==> src/hdl/bsp_pkg.sv <==
`default_nettype none
// ----------------------------------------------------------------------------
// bsp_pkg: shared types, sizes and coefficient tables
// Fixed-point formats, band-pass filter coefficients in Q.40 and the
// control structs passed between the sequencer, MAC and tap cells.
// ----------------------------------------------------------------------------
package bsp_pkg;

   localparam int ORDER       = 9;
   localparam int TAP_W       = 4;
   localparam int SAMPLE_BITS = 16;
   localparam int HIST_W      = 48;
   localparam int FF_W        = 26;
   localparam int PART_W      = 24;
   localparam int MOPA_W      = 26;
   localparam int MOPB_W      = 25;
   localparam int PROD_W      = MOPA_W + MOPB_W;
   localparam int PACC_W      = 97;
   localparam int TOTAL_W     = 64;
   localparam int FFSUM_W     = 48;
   localparam int FRAC        = 40;
   localparam int OUT_SHIFT   = 25;
   localparam int THR_SHIFT   = 25;
   localparam int FILT_W      = 18;
   localparam int THR_W       = 15;
   localparam int PHASE_W     = 32;
   localparam int ANGLE_W     = 16;
   localparam int CSR_IDX_W   = 8;
   localparam int CSR_DATA_W  = 32;
   localparam int LAST_PART   = 3;

   localparam logic [CSR_IDX_W-1:0] CSR_THRESHOLD  = 8'd0;
   localparam logic [CSR_IDX_W-1:0] CSR_PHASE_STEP = 8'd1;
   localparam logic [THR_W-1:0]     THRESHOLD_RESET = 15'd1638;

   localparam logic [63:0] TWO40 = 64'd1099511627776;
   localparam logic [63:0] D6  = 64'd1000000;
   localparam logic [63:0] D5  = 64'd100000;
   localparam logic [63:0] D7  = 64'd10000000;
   localparam logic [63:0] D11 = 64'd100000000000;
   localparam logic [63:0] D12 = 64'd1000000000000;
   localparam logic [63:0] D13 = 64'd10000000000000;

   // coefficient magnitudes, rounded to nearest in Q.40
   localparam logic [63:0] QB0 = (64'd9684457 * TWO40 + D13 / 2) / D13;
   localparam logic [63:0] QB1 = (64'd6779120 * TWO40 + D12 / 2) / D12;
   localparam logic [63:0] QB2 = (64'd1936891 * TWO40 + D11 / 2) / D11;
   localparam logic [63:0] QB3 = (64'd2711648 * TWO40 + D11 / 2) / D11;
   localparam logic [63:0] QB4 = (64'd1355824 * TWO40 + D11 / 2) / D11;
   localparam logic [63:0] QA1 = (64'd7616874 * TWO40 + D6 / 2) / D6;
   localparam logic [63:0] QA2 = (64'd2634041 * TWO40 + D5 / 2) / D5;
   localparam logic [63:0] QA3 = (64'd5424242 * TWO40 + D5 / 2) / D5;
   localparam logic [63:0] QA4 = (64'd7325881 * TWO40 + D5 / 2) / D5;
   localparam logic [63:0] QA5 = (64'd6726091 * TWO40 + D5 / 2) / D5;
   localparam logic [63:0] QA6 = (64'd4196424 * TWO40 + D5 / 2) / D5;
   localparam logic [63:0] QA7 = (64'd1715111 * TWO40 + D5 / 2) / D5;
   localparam logic [63:0] QA8 = (64'd4166027 * TWO40 + D6 / 2) / D6;
   localparam logic [63:0] QA9 = (64'd4581673 * TWO40 + D7 / 2) / D7;

   typedef enum logic [2:0] {
      MAC_NONE,
      MAC_FF_FIRST,
      MAC_FF,
      MAC_FB_START,
      MAC_FB_FIRST,
      MAC_FB_MID,
      MAC_FB_LAST,
      MAC_FOLD
   } mac_op_type;

   typedef enum logic [2:0] {
      S_IDLE,
      S_FF,
      S_FB,
      S_FOLD,
      S_WAIT,
      S_DONE
   } seq_state_type;

   typedef struct packed {
      mac_op_type               op;
      logic signed [MOPA_W-1:0] a;
      logic signed [MOPB_W-1:0] b;
   } mac_req_type;

   typedef struct packed {
      logic rotate;
      logic shift;
   } cell_ctl_type;

   typedef struct packed {
      logic signed [SAMPLE_BITS-1:0] x;
      logic signed [HIST_W-1:0]      y;
   } cell_data_type;

   function automatic logic signed [FF_W-1:0] ff_coef(input logic [TAP_W-1:0] idx);
      logic signed [FF_W-1:0] c;
      case (idx)
         4'd0:    c = FF_W'(QB0);
         4'd1:    c = FF_W'(QB1);
         4'd2:    c = FF_W'(QB2);
         4'd3:    c = FF_W'(QB3);
         4'd4:    c = FF_W'(QB4);
         4'd5:    c = FF_W'(-QB4);
         4'd6:    c = FF_W'(-QB3);
         4'd7:    c = FF_W'(-QB2);
         4'd8:    c = FF_W'(-QB1);
         4'd9:    c = FF_W'(-QB0);
         default: c = '0;
      endcase
      return c;
   endfunction

   function automatic logic signed [HIST_W-1:0] fb_coef(input logic [TAP_W-1:0] idx);
      logic signed [HIST_W-1:0] c;
      case (idx)
         4'd1:    c = HIST_W'(-QA1);
         4'd2:    c = HIST_W'(QA2);
         4'd3:    c = HIST_W'(-QA3);
         4'd4:    c = HIST_W'(QA4);
         4'd5:    c = HIST_W'(-QA5);
         4'd6:    c = HIST_W'(QA6);
         4'd7:    c = HIST_W'(-QA7);
         4'd8:    c = HIST_W'(QA8);
         4'd9:    c = HIST_W'(-QA9);
         default: c = '0;
      endcase
      return c;
   endfunction

endpackage
`default_nettype wire

==> src/hdl/bsp_tap_cell.sv <==
`default_nettype none
// ----------------------------------------------------------------------------
// bsp_tap_cell: one history tap
// Holds one input sample and one output value; rotates toward the head of
// the chain during a filter pass and shifts away from it on commit.
// ----------------------------------------------------------------------------
module bsp_tap_cell
   import bsp_pkg::*;
(
   input  wire logic          clock,
   input  wire logic          reset,
   input  wire cell_ctl_type  ctl,
   input  wire cell_data_type up_in,
   input  wire cell_data_type down_in,
   output cell_data_type      q
);

   cell_data_type data_ff, data_in;

   always_comb begin
      data_in = data_ff;
      if (ctl.shift) begin
         data_in = down_in;
      end else if (ctl.rotate) begin
         data_in = up_in;
      end
   end

   always_ff @(posedge clock) begin
      if (reset) begin
         data_ff <= '0;
      end else begin
         data_ff <= data_in;
      end
   end

   assign q = data_ff;

endmodule
`default_nettype wire

==> src/hdl/bsp_mac.sv <==
`default_nettype none
// ----------------------------------------------------------------------------
// bsp_mac: shared multiply-accumulate
// One registered 26x25 multiplier; feed-forward sum, exact wide feedback
// product built from four partials, and the running filter total.
// ----------------------------------------------------------------------------
module bsp_mac
   import bsp_pkg::*;
(
   input  wire logic               clock,
   input  wire logic               reset,
   input  wire mac_req_type        req,
   output logic signed [TOTAL_W-1:0] total
);

   mac_op_type                op_ff;
   logic signed [PROD_W-1:0]  prod_ff, prod_in;
   logic signed [FFSUM_W-1:0] ffsum_ff, ffsum_in;
   logic signed [PACC_W-1:0]  pacc_ff, pacc_in;
   logic signed [TOTAL_W-1:0] total_ff, total_in;
   logic signed [PACC_W-1:0]  prod_ext;
   logic signed [PACC_W-1:0]  pacc_shr;
   logic signed [TOTAL_W-1:0] fold;
   logic signed [FFSUM_W-1:0] ff_shr;
   logic signed [TOTAL_W-1:0] ff_ext;

   assign prod_in  = req.a * req.b;
   assign prod_ext = {{(PACC_W-PROD_W){prod_ff[PROD_W-1]}}, prod_ff};
   assign pacc_shr = pacc_ff >>> FRAC;
   assign fold     = TOTAL_W'(pacc_shr);
   assign ff_shr   = ffsum_ff >>> (SAMPLE_BITS - 1);
   assign ff_ext   = {{(TOTAL_W-FFSUM_W){ff_shr[FFSUM_W-1]}}, ff_shr};

   always_comb begin
      ffsum_in = ffsum_ff;
      pacc_in  = pacc_ff;
      total_in = total_ff;
      case (op_ff)
         MAC_FF_FIRST: ffsum_in = FFSUM_W'(prod_ext);
         MAC_FF:       ffsum_in = ffsum_ff + FFSUM_W'(prod_ext);
         MAC_FB_START: begin
            pacc_in  = prod_ext;
            total_in = ff_ext;
         end
         MAC_FB_FIRST: begin
            // fold the finished tap while the next one starts
            pacc_in  = prod_ext;
            total_in = total_ff - fold;
         end
         MAC_FB_MID:   pacc_in = pacc_ff + (prod_ext <<< PART_W);
         MAC_FB_LAST:  pacc_in = pacc_ff + (prod_ext <<< (2 * PART_W));
         MAC_FOLD:     total_in = total_ff - fold;
         default: begin
         end
      endcase
   end

   always_ff @(posedge clock) begin
      if (reset) begin
         op_ff <= MAC_NONE;
      end else begin
         op_ff <= req.op;
      end
      prod_ff  <= prod_in;
      ffsum_ff <= ffsum_in;
      pacc_ff  <= pacc_in;
      total_ff <= total_in;
   end

   assign total = total_ff;

endmodule
`default_nettype wire

==> src/hdl/bandpass_strobe_phase_detector.sv <==
`default_nettype none
// ----------------------------------------------------------------------------
// bandpass_strobe_phase_detector: band-pass filter, trigger and wheel angle
// Filters each sample, runs a hysteresis trigger and reports the wheel
// phase when the trigger fires.
// ----------------------------------------------------------------------------
// Usage:
//   req_* carries one sample word. rsp_* returns one result word per sample:
//   filtered value, wheel angle and the fired / armed flags.
//   csr_* writes threshold (index 0) or phase_step (index 1); other indexes
//   are dropped. csr_ready is always high; write only while idle.
//   Each sample runs from acceptance to a result in the output register
//   through 10 feed-forward taps and 9 feedback taps of 4 partial products
//   each, all on one shared multiplier, then fold, a wait state for the
//   total to settle, and commit.
//   One sample is in work at a time and the idle state after commit takes
//   the next one; no sample is taken before the last commits. History lives in
//   a row of 9 tap cells that rotate past the multiplier and shift on commit.
//   A stalled rsp side holds the result; the next sample is still taken
//   and runs up to commit, where it waits for the output register.
//   Synchronous reset clears history, trigger, wheel phase and loads
//   threshold 1638 and phase_step 0.
// ----------------------------------------------------------------------------
module bandpass_strobe_phase_detector
   import bsp_pkg::*;
(
   input  wire logic                  clock,
   input  wire logic                  reset,
   input  wire logic                  req_tvalid,
   output logic                       req_tready,
   input  wire logic [15:0]           req_tdata,   // [15:0] sample
   output logic                       rsp_tvalid,
   input  wire logic                  rsp_tready,
   output logic [39:0]                rsp_tdata,   // [17:0] filtered, [33:18] angle
   output logic [1:0]                 rsp_tuser,   // [0] fired, [1] armed
   input  wire logic                  csr_valid,
   output logic                       csr_ready,
   input  wire logic [CSR_IDX_W-1:0]  csr_index,
   input  wire logic [CSR_DATA_W-1:0] csr_data
);

   localparam logic signed [TOTAL_W-1:0] HIST_MAX =
      TOTAL_W'((64'sd1 <<< (HIST_W - 1)) - 64'sd1);
   localparam logic signed [TOTAL_W-1:0] HIST_MIN = -HIST_MAX - TOTAL_W'(1);
   localparam logic signed [HIST_W-1:0] FILT_MAX = HIST_W'((1 <<< (FILT_W - 1)) - 1);
   localparam logic signed [HIST_W-1:0] FILT_MIN = -FILT_MAX - HIST_W'(1);

   seq_state_type state_ff, state_in;
   logic [TAP_W-1:0] tap_ff, tap_in;
   logic [1:0] part_ff, part_in;
   logic signed [SAMPLE_BITS-1:0] sample_ff;
   logic [THR_W-1:0] threshold_ff;
   logic [PHASE_W-1:0] step_ff;
   logic [PHASE_W-1:0] wheel_ff, wheel_in;
   logic lit_ff, lit_in;
   logic rsp_valid_ff;
   logic signed [FILT_W-1:0] filt_ff;
   logic [ANGLE_W-1:0] angle_ff;
   logic fired_ff, armed_ff;

   mac_req_type mac_req;
   cell_ctl_type cell_ctl;
   cell_data_type new_data;
   cell_data_type cell_q [ORDER];
   logic signed [TOTAL_W-1:0] total;
   logic req_accept, commit;
   logic signed [HIST_W-1:0] y_sat, filt_wide, thr_ext, a_full;
   logic signed [FILT_W-1:0] filt_sat;
   logic fire, arm;

   assign req_accept = req_tvalid && req_tready;
   assign csr_ready  = 1'b1;

   // next state
   always_comb begin
      state_in = state_ff;
      tap_in   = tap_ff;
      part_in  = part_ff;
      unique case (state_ff)
         S_IDLE: begin
            if (req_accept) begin
               state_in = S_FF;
               tap_in   = '0;
            end
         end
         S_FF: begin
            if (tap_ff == TAP_W'(ORDER)) begin
               state_in = S_FB;
               tap_in   = TAP_W'(1);
               part_in  = '0;
            end else begin
               tap_in = tap_ff + TAP_W'(1);
            end
         end
         S_FB: begin
            part_in = part_ff + 2'd1;
            if (part_ff == 2'(LAST_PART)) begin
               if (tap_ff == TAP_W'(ORDER)) begin
                  state_in = S_FOLD;
               end else begin
                  tap_in = tap_ff + TAP_W'(1);
               end
            end
         end
         S_FOLD: state_in = S_WAIT;
         S_WAIT: state_in = S_DONE;
         S_DONE: begin
            if (commit) begin
               state_in = S_IDLE;
            end
         end
         default: state_in = S_IDLE;
      endcase
   end

   // outputs of the sequencer
   always_comb begin
      mac_req     = '{op: MAC_NONE, a: '0, b: '0};
      cell_ctl    = '0;
      req_tready  = 1'b0;
      commit      = 1'b0;
      a_full      = fb_coef(tap_ff);
      unique case (state_ff)
         S_IDLE: req_tready = 1'b1;
         S_FF: begin
            mac_req.op = (tap_ff == '0) ? MAC_FF_FIRST : MAC_FF;
            mac_req.a  = ff_coef(tap_ff);
            mac_req.b  = (tap_ff == '0) ? MOPB_W'(sample_ff) : MOPB_W'(cell_q[0].x);
            cell_ctl.rotate = (tap_ff != '0);
         end
         S_FB: begin
            if (part_ff == '0) begin
               mac_req.op = (tap_ff == TAP_W'(1)) ? MAC_FB_START : MAC_FB_FIRST;
            end else if (part_ff == 2'(LAST_PART)) begin
               mac_req.op = MAC_FB_LAST;
            end else begin
               mac_req.op = MAC_FB_MID;
            end
            // high halves signed, low halves zero-extended
            mac_req.a = part_ff[1] ? MOPA_W'($signed(a_full[HIST_W-1:PART_W]))
                                   : MOPA_W'({1'b0, a_full[PART_W-1:0]});
            mac_req.b = part_ff[0] ? MOPB_W'($signed(cell_q[0].y[HIST_W-1:PART_W]))
                                   : $signed({1'b0, cell_q[0].y[PART_W-1:0]});
            cell_ctl.rotate = (part_ff == 2'(LAST_PART));
         end
         S_FOLD: mac_req.op = MAC_FOLD;
         S_WAIT: begin
         end
         S_DONE: begin
            commit         = !rsp_valid_ff || rsp_tready;
            cell_ctl.shift = commit;
         end
         default: begin
         end
      endcase
   end

   // saturate, scale and run the trigger
   always_comb begin
      if (total > HIST_MAX) begin
         y_sat = HIST_MAX[HIST_W-1:0];
      end else if (total < HIST_MIN) begin
         y_sat = HIST_MIN[HIST_W-1:0];
      end else begin
         y_sat = total[HIST_W-1:0];
      end
      filt_wide = y_sat >>> OUT_SHIFT;
      if (filt_wide > FILT_MAX) begin
         filt_sat = FILT_MAX[FILT_W-1:0];
      end else if (filt_wide < FILT_MIN) begin
         filt_sat = FILT_MIN[FILT_W-1:0];
      end else begin
         filt_sat = filt_wide[FILT_W-1:0];
      end
      thr_ext = $signed({{(HIST_W-THR_W-THR_SHIFT){1'b0}}, threshold_ff,
                         {THR_SHIFT{1'b0}}});
      fire = !lit_ff && (y_sat > thr_ext);
      arm  = lit_ff && (y_sat < -thr_ext);
      lit_in = fire ? 1'b1 : (arm ? 1'b0 : lit_ff);
      wheel_in = wheel_ff + step_ff;
   end

   assign new_data = '{x: sample_ff, y: y_sat};

   genvar gi;
   generate
      for (gi = 0; gi < ORDER; gi++) begin : g_cell
         if (gi == 0) begin : g_head
            bsp_tap_cell u_cell (
               .clock   (clock),
               .reset   (reset),
               .ctl     (cell_ctl),
               .up_in   (cell_q[(gi + 1) % ORDER]),
               .down_in (new_data),
               .q       (cell_q[gi])
            );
         end else begin : g_body
            bsp_tap_cell u_cell (
               .clock   (clock),
               .reset   (reset),
               .ctl     (cell_ctl),
               .up_in   (cell_q[(gi + 1) % ORDER]),
               .down_in (cell_q[gi - 1]),
               .q       (cell_q[gi])
            );
         end
      end
   endgenerate

   bsp_mac u_mac (
      .clock (clock),
      .reset (reset),
      .req   (mac_req),
      .total (total)
   );

   always_ff @(posedge clock) begin
      if (reset) begin
         state_ff     <= S_IDLE;
         tap_ff       <= '0;
         part_ff      <= '0;
         threshold_ff <= THRESHOLD_RESET;
         step_ff      <= '0;
         wheel_ff     <= '0;
         lit_ff       <= 1'b0;
         rsp_valid_ff <= 1'b0;
      end else begin
         state_ff <= state_in;
         tap_ff   <= tap_in;
         part_ff  <= part_in;
         if (csr_valid) begin
            case (csr_index)
               CSR_THRESHOLD:  threshold_ff <= csr_data[THR_W-1:0];
               CSR_PHASE_STEP: step_ff      <= csr_data[PHASE_W-1:0];
               default: begin
               end
            endcase
         end
         if (commit) begin
            wheel_ff     <= wheel_in;
            lit_ff       <= lit_in;
            rsp_valid_ff <= 1'b1;
         end else if (rsp_tready) begin
            rsp_valid_ff <= 1'b0;
         end
      end
      if (req_accept) begin
         sample_ff <= req_tdata[SAMPLE_BITS-1:0];
      end
      if (commit) begin
         filt_ff  <= filt_sat;
         fired_ff <= fire;
         armed_ff <= lit_in;
         angle_ff <= fire ? wheel_ff[PHASE_W-1:PHASE_W-ANGLE_W] : '0;
      end
   end

   assign rsp_tvalid = rsp_valid_ff;
   assign rsp_tdata  = {6'b0, angle_ff, filt_ff};
   assign rsp_tuser  = {armed_ff, fired_ff};

`ifndef ASSERT_OFF
   a_fired_lit: assert property (@(posedge clock) disable iff (reset)
      rsp_tvalid && rsp_tuser[0] |-> rsp_tuser[1])
      else $error("fired result without armed flag");

   a_angle_zero: assert property (@(posedge clock) disable iff (reset)
      rsp_tvalid && !rsp_tuser[0] |-> (rsp_tdata[33:18] == '0))
      else $error("angle nonzero on a result that did not fire");

   a_wheel_step: assert property (@(posedge clock) disable iff (reset)
      commit |=> (wheel_ff == $past(wheel_in)))
      else $error("wheel phase did not advance on commit");

   a_no_double_commit: assert property (@(posedge clock) disable iff (reset)
      commit |=> !commit)
      else $error("two commits in a row");

   a_tap_range: assert property (@(posedge clock) disable iff (reset)
      (state_ff == S_FB) |-> (tap_ff != '0) && (tap_ff <= TAP_W'(ORDER)))
      else $error("feedback tap out of range");
`endif

endmodule
`default_nettype wire
==> config.mk <==
export PLATFORM = sky130hd
export DESIGN_NAME = bandpass_strobe_phase_detector
export DESIGN_NICKNAME = d
export VERILOG_FILES = /design/src/hdl/bsp_pkg.sv /design/src/hdl/bsp_tap_cell.sv /design/src/hdl/bsp_mac.sv /design/src/hdl/bandpass_strobe_phase_detector.sv
export SDC_FILE = /design/constraint.sdc
export NUM_CORES = 2
export LEC_CHECK = 0
export ABC_CLOCK_PERIOD_IN_PS = 19100
export BUFFER_PORTS_ARGS = -buffer_cell sky130_fd_sc_hd__buf_2
export CORE_ASPECT_RATIO = 1.25
export CORE_MARGIN = 1.5
export CORE_UTILIZATION = 55
export DETAILED_ROUTE_END_ITERATION = 10
export PLACE_DENSITY = 0.77
export SYNTH_ARGS = -nofsm -noshare
export SYNTH_HDL_FRONTEND = slang
export SYNTH_HIERARCHICAL = 1
export SYNTH_SLANG_ARGS = --single-unit
==> constraint.sdc <==
create_clock -name clock -period 19.1 [get_ports clock]
set_clock_uncertainty 0.15 [all_clocks]
set_input_delay 0.955 -clock clock [delete_from_list [all_inputs] [get_ports clock]]
set_output_delay 0.955 -clock clock [all_outputs]
set_load 0.005 [all_outputs]
==> flow_summary.yaml <==
clock_tree:
  h-tree-depth: 3
  cts.sinks: 1017
  cts_buffer_depth: 3
  cts_resized: 0
  root_buffer: "clkbuf_16"
  postCtsSetupBuffers: 0
  cts_tree: "done"
  clk_latency_ns: 0.75
  clk_pin_slew_worst_paths_ns: 0.07
  numCtsBuffers: 99
  hold_buffers: 0
placement:
  dp_slack_ns: 8.188
  io_buffer_count: 98
  placedInstanceArea_um2: 85150
  dp_hpwl_mm: 180.0
  place_congestion: 0.9903
  placedCellCount: 10720
power:
  internal_power_mw: 3.870
  power_leakage_nw: 37.74
  switching_share: 0.3035
  clkPwrFrac: 0.387
  power.switching_mw: 1.686
  fin_total_pwr_mw: 5.557
  seqPwrFrac: 0.413
  peakVddDrop_mv: 0.08260
  comb_power_share: 0.199
  power_density_nw_per_um2: 62.63
logic_synthesis:
  synth_edf_count: 237
  syn_inst: 8999
  yosysMostFrequentCell: "inv_1"
  synth_commonest_cells: "876 x inv_1, 797 x nand2_1, 780 x dfxtp_1"
  synth_largest_area_cell: "dfxtp_1"
  ys_top_cells_by_area: "dfxtp_1 19%, fa_1 16%, edfxtp_1 8.5%"
  syn_area_um2: 84000
  postSynth.asyncResetShare: 0
  synth_ff_type: "dfxtp_1"
  synth_top_area_frac: 0.1859
  ys_seq_area_frac: 0.2706
  ys_types: 100
  synth-seq-cells: 1017
  syn_area_per_cell_um2: 9.335
  yosysWarnings: 6
floorplan:
  ioPinCount: 106
  row_count: 160
  die-area_um2: 155100
  core_area_um2: 151900
  chipWidth_um: 352.6
  die_h_um: 439.9
  start_util: 0.5528
detailed_routing:
  drt_wl_total_mm: 249.4
  drtIter0Drc: 5845
  drcViolationCount: 0
  wl_per_cell_um: 22.87
  vias: 66510
  drtPass1Iterations: 8
  drtAntennaViolNets: 0
  vias_per_cell: 6.098
setup_path:
  slowest_delay_ns: 0.91
  end_kind: "flop"
  worst-setup-path-type: "reg2reg"
  worst_path_max_delay_cell: "a21o_1"
  crit_buf_inv: 3
  cp_max_fo: 28
  cp-start-kind: "flop"
  arrival_ns: 11.54
  r2r_slack_ns: 8.00
  required_ns: 19.54
  cp_top_family: "adder cells"
  path_common_cell: "fa_1"
layout:
  design_area_um2: 88730
  final_core_util: 0.5839
  layout.cells.non_filler: 10910
  syn_to_final_growth_pct: 5.621
  nNetsFinal: 9989
  drive_above_1_share: 0.06004
sta:
  fmax_ghz: 0.09013
  worst_pin_slew_ns: 1.178
  hold_ws_ns: 0.2297
  drv_slew: 0
  min_period_ns: 11.10
  rsz0062_at_grt: "false"
  setup_violations: 0
  max_slew_margin: 0.2148
  setup-tns-final_ns: 0
  fin_ws_ns: 8.005
  finalCritPeriodShare: 0.5809
  hold_viol_final: 0
global_route:
  grt_pass1_vias: 67310
  grt_pass1_wl_mm: 385.5
  track_usage: 0.3161
  overflow: 0
  grt_max_degree: 271
  grt_antenna_before_repair: 7
worst_hold_path:
  hold_class: "in2reg"
run_status:
  status: "completed"
flow_run:
  cap_violations: 0
cells by family after synthesis:
group,synth area share
compound gates,0.1626
xor+xnor,0.03086
fa+ha+maj,0.2309
buf+inv,0.07632
flops,0.2706
mux,0.07698
other cells,0.00008940
simple gates,0.1517
path summary, 6_finish.rpt:
kind / start / end / cells after the start
setup / recovery: state_ff[0] / u_mac/prod_ff[50] / 26
hold / removal: req_tdata[1] / sample_ff[1] / 1
setup reg to reg: state_ff[0] / u_mac/prod_ff[50] / 26
hold reg to reg: wheel_ff[11] / wheel_ff[11] / 2
sequential cells by signal, summed over array words and instances, names as in the netlist, 2 cells and up, named ones only:
register	cells
u_mac/ffsum_ff	48
u_mac/op_ff	3
tap_ff	4
u_mac/total	64
a_full	42
filt_ff	18
wheel_ff	32
threshold_ff	15
g_cell.g_head.u_cell/q	64
g_cell.g_body.u_cell/q	512
step_ff	32
sample_ff	16
state_ff	3
u_mac/prod_ff	51
u_mac/pacc_ff	73
part_ff	2
angle_ff	16
power by group through the flow:
stage / Combinational (mW) / Clock, mW / Sequential (mW)
after floorplan: 0.771 / 0 / 2.32
after global placement: 1.07 / 0 / 2.34
after detailed placement: 1.08 / 0 / 2.34
after CTS: 1.09 / 2.18 / 2.29
after global routing: 1.21 / 2.25 / 2.30
final: 1.11 / 2.15 / 2.30
per-layer routing:
metal	vias to the layer above	global-route usage	part of all wire
li1	30400	-	-
met2	2563	0.5327	0.47
met3	680	0.04961	0.072
met5	-	0	0.000076
met4	2	0.1735	0.060
met1	32870	0.3884	0.39
layout make-up:
cell class                      instances  area (µm²)
Clock buffer                          140        2920
Inverter                              887        3337
Fill cell                           13070       63220
Sequential cell                      1017       22730
Tap cell                             2025        2534
Timing Repair Buffer                  225        1486
Multi-Input combinational cell       6562       55060
Antenna cell                            5       12.51
Clock inverter                         46       640.6
cells in the final DEF, fill, tap and decap left out, types with 128 or more instances in the layout:
cell	instances
inv_1	875
nand2_1	796
dfxtp_1	779
fa_1	686
nor2b_1	642
mux2i_1	637
a211oi_1	570
ha_1	450
a21oi_1	403
and2_1	369
o21ai_0	357
edfxtp_1	237
nor2_1	216
a21o_1	190
xnor2_1	168
xor2_1	128
(Power assumes the default switching activity.)
